`src/rtl/lbs_ram.sv`:
```
// ----------------------------------------------------------------------------
// lbs_ram
// Generic single-write, single-read RAM with registered read data.
// ----------------------------------------------------------------------------
module lbs_ram #(
  parameter int WIDTH = 32,
  parameter int DEPTH = 64,
  parameter int AW    = (DEPTH > 1) ? $clog2(DEPTH) : 1
) (
  input  logic             clk,
  input  logic             we,
  input  logic [AW-1:0]    waddr,
  input  logic [WIDTH-1:0] wdata,
  input  logic             re,
  input  logic [AW-1:0]    raddr,
  output logic [WIDTH-1:0] rdata
);

  logic [WIDTH-1:0] mem [DEPTH];

  always_ff @(posedge clk) begin
    if (we) begin
      mem[waddr] <= wdata;
    end
    if (re) begin
      rdata <= mem[raddr];
    end
  end

endmodule

```
`config.mk`:
```
export PLATFORM = sky130hd
export DESIGN_NAME = lbs_ram
export DESIGN_NICKNAME = d
export VERILOG_FILES = /design/src/rtl/lbs_ram.sv
export SDC_FILE = /design/constraint.sdc
export NUM_CORES = 2
export LEC_CHECK = 0
export BUFFER_PORTS_ARGS = -buffer_cell sky130_fd_sc_hd__buf_2
export CAP_MARGIN = 20
export CORE_ASPECT_RATIO = 1.25
export CORE_MARGIN = 1.5
export CORE_UTILIZATION = 40
export CTS_BUF_LIST = sky130_fd_sc_hd__clkbuf_16
export CTS_CLUSTER_SIZE = 14
export DETAILED_ROUTE_END_ITERATION = 10
export PLACE_DENSITY = 0.64
export SYNTH_ARGS = -nofsm -noshare
export SYNTH_HDL_FRONTEND = slang
export SYNTH_SLANG_ARGS = --single-unit
```
`constraint.sdc`:
```
create_clock -name clk -period 10.1 [get_ports clk]
set_input_delay 0.505 -clock clk [delete_from_list [all_inputs] [get_ports clk]]
set_output_delay 0.505 -clock clk [all_outputs]
set_load 0.1 [all_outputs]
```
Word-level counts from Yosys, hierarchy flattened
Memories as Yosys holds them, arrays and structs flattened. A register that Yosys moved wholly into a read port is not among the register bits.
Cells that the tools add are included.
{"block": "word_totals", "in_bits": 47, "wordCells": 3, "output_inout_bits": 32, "register_bits": 0, "ramBits": 2048, "mem_count": 1}
{"block": "classes", "muxes": 2}
{"name": "mem", "words": 64, "width": 32, "rd": 1, "rd_ports_with_merged_regs": 1, "write_ports": 1, "line_no": "19", "rtl": "logic [WIDTH-1:0] mem [DEPTH];"}
{"cell": "$mux W1", "count": 2}

Logic depth before layout (Yosys ltp)
{"block": "logic_depth", "ltp_word": 2, "depth_mapped": 10, "mapped_depth_nobuf": 5}

Least setup slack after synthesis
No wires, ideal clock.
{"block": "synth_path", "path_type": "in2reg", "from": "in waddr[3]", "to": "mem mem[48][0] (enable)", "path_slack_ns": 6.435, "cell_stages": 4, "setup_ns": 0.461, "arrival_ns": 3.204, "required_time_ns": 9.639, "path_cell_list": "clkbuf_1 -> nor2b_1 -> nand4b_1 -> nor3_1"}
{"item": "from (decl)", "line_no": "12", "rtl": "input logic [AW-1:0] waddr,"}
{"item": "to (decl)", "line_no": "19"}
No word-level cell before the write port.

==> flow_metrics.py <==
metrics = {
    "routing": {
        "vias": 37000,
        "drt_iter0_drc": 4895,
        "detail-route-antenna-nets": 0,
        "drc": 0,
        "wl_per_cell_um": 32.8,
        "wirelength_mm": 205,
        "vias_per_cell": 5.90,
        "dr.pass1.iters": 5,
    },
    "floorplanning": {
        "die_area_um2": 200000,
        "die_h_um": 499,
        "coreArea_um2": 196000,
        "row_count": 182,
        "initial_core_util_pct": 40.2,
        "io_pins": 79,
        "die_w_um": 400,
    },
    "clock_tree": {
        "cts-root-buf": "clkbuf_16",
        "htreeDepth": 4,
        "tritoncts": "built",
        "numCtsBuffers": 192,
        "clk_transition_reported_paths_ps": 60,
        "postCtsSetupBuffers": 0,
        "clock_latency_ps": 840,
        "cts_buffer_depth": 3,
        "cts.sinks": 2080,
        "cts_resized": 0,
        "postCtsHoldBufs": 0,
    },
    "hold_path": {
        "hp-start": "wdata[23]",
        "hold_depth": 1,
        "hp-class": "in -> reg",
        "hold_end": "mem[4][23]",
    },
    "pwr": {
        "p_per_area_nw_per_um2": 196,
        "ir_drop_v": 0.000135,
        "p_leak_uw": 0.0275,
        "p_total_uw": 17500,
    },
    "critical_path": {
        "regToRegSetupSlack_ps": 7590,
        "cp_data_arrival_time_ps": 4000,
        "worstSetupPathType": "in -> reg",
        "critical_path.startpoint": "raddr[1]",
        "cp_max_fo": 73,
        "rr_startpoint": "mem[11][16]",
        "crit_path_end_kind": "register",
        "r2r_cells": 4,
        "r2r_end": "rdata[16]",
        "cp.required_ps": 10640,
        "setup.worst_path.start_class": "input port",
    },
    "timing": {
        "period_minus_slack_ps": 3460,
        "fmax_ghz": 0.289,
        "clock_skew_ps": 27.0,
        "setup-violations-final": 0,
        "timing.slew.headroom_pct": 21.8,
        "finalCritPeriodShare_pct": 34.3,
        "rsz0062_at_grt": "false",
        "fin_tns_setup_ps": 0,
        "hold_viol": 0,
        "finalMaxSlewViolations": 0,
        "fin_ws_ps": 6640,
        "worst_pin_slew_ps": 1170,
    },
    "grt": {
        "grt.met3_usage_pct": 3.90,
        "grt_pass1_wl_mm": 288,
        "grt-busiest-layer": "met2",
        "grt_use_met2_pct": 33.8,
        "antenna_found_initial": 23,
        "grt_pass1_vias": 37900,
        "grt.overflow.total": 0,
        "grt_max_degree": 113,
        "grt_use_met1_pct": 28.1,
        "grtUsageTotal_pct": 20.6,
    },
    "finish": {
        "syn2layout_area_growth_pct": 13.2,
        "fill_cells": 16100,
        "layout-drive-gt1-share_pct": 28.9,
        "final_cells": 6269,
        "finalNetCount": 3585,
    },
    "synthesis": {
        "netlist.top_cell.by_area": "edfxtp_1",
        "ys_seq_area_share_pct": 79.2,
        "synthCells": 3324,
        "avgSynthCellArea_um2": 23.7,
        "synth_seq_cells": 2080,
        "synth-edff-count": 2080,
        "syn-cell-area_um2": 78800,
        "yosysWarnings": 0,
        "yosys_most_used_dff": "edfxtp_1",
        "syn_nets": 3371,
        "post-synth-top-count-cell": "edfxtp_1",
        "ys_async_sr_fraction_pct": 0,
        "synth_top_area_share_pct": 79.2,
        "synth_cell_type_count": 33,
        "synth_common_cells": "edfxtp_1 (2080), mux4_2 (544), nor2_1 (137), mux2i_1 (93), o22ai_1 (84)",
        "ys_top_cells_by_area": "edfxtp_1 (79%), mux4_2 (16%), mux2i_1 (1.2%), o22ai_1 (0.67%), nor2_1 (0.65%)",
    },
    "placed_design": {
        "numPortBuffers": 78,
        "place_congestion": 0.764,
        "place_ws_ps": 5710,
        "dp_cells": 5906,
        "hpwl_mm": 109,
    },
    "status": {
        "status": "complete, no violations",
    },
    "flow_run": {
        "max_cap_violations": 0,
    },
}
==> registers in the layout (all words and copies together) (netlist names) <==
| signal | count |
|---|---|
| mem | 2048 |
| rdata | 32 |
==> metrics by stage <==
stage / area (µm²) / util (%) / hold slack, ps
after floorplan: 78800 / - / 604
after global routing: 89200 / 45.5 / 9.41
after detailed placement: 83000 / 42.3 / 852
after global placement: 83000 / 42.3 / 808
final: 89300 / 45.5 / 41.5
after CTS: 89000 / 45.3 / 292
==> cell families (layout without fill, tap and decap cells) <==
family / count (synthesis) / in the layout / synth area share (%)
DFF: 2080 / 2080 / 79.2
muxes: 637 / 637 / 16.7
and+or+nand+nor: 223 / 223 / 1.26
AOI/OAI and AO/OA: 202 / 202 / 1.67
buffers and inverters: 182 / 545 / 1.12
other: 0 / 6 / 0
==> layer usage <==
layer | share of wire (%) | vias to the layer above
li1 | - | 14700
met1 | 39 | 20300
met2 | 50 | 1702
met3 | 8.5 | 294
met4 | 2.9 | 18
met5 | 0.051 | -
==> layout make-up <==
cell class	instances	area (µm²)	share of cell area [%]
well taps	2576	3220	3.61
multi-input cells	1062	16000	17.9
repair buffers	202	1580	1.77
flip-flops and latches	2080	62500	70.0
diodes	6	15.0	0.0168
clock buffers	199	4980	5.58
clock inverters	144	1020	1.14
==> critical path, cell delays in order <==
cell	delay, ps
buf_8	510
buf_4	620
buf_4	650
mux4_2	460
mux4_2	490
o22ai_1	460
nor2_1	170
==> worst max path at each step <==
stage / endpoint / cells past startpoint
3_3_place_gp: rdata[12] / 7
3_5_place_dp: rdata[12] / 7
6_report: rdata[12] / 7
5_1_grt: rdata[8] / 8
2_1_floorplan: mem[48][0] / 4
4_1_cts: rdata[12] / 7
==> report_power, final <==
group	switching (µW)	internal [µW]
Combinational	639	316
Clock	3110	3860
Sequential	35.8	9570
Total	3780	13700
==> placed cells by master, fill, tap and decap left out, types with 15 or more instances in the layout <==
cell type / netlist / final
buf_12: 0 / 18
nor2_1: 137 / 75
edfxtp_1: 2080 / 2080
clkbuf_16: 0 / 199
a21oi_1: 62 / 62
inv_1: 0 / 38
mux2i_1: 93 / 93
mux4_2: 544 / 544
o221ai_1: 27 / 27
buf_4: 25 / 106
nor2b_1: 15 / 15
nor2_4: 0 / 62
nand2_1: 26 / 26
clkinv_2: 0 / 22
buf_2: 57 / 74
clkinv_1: 0 / 57
o22ai_1: 84 / 84
(Power assumes the default switching activity.)
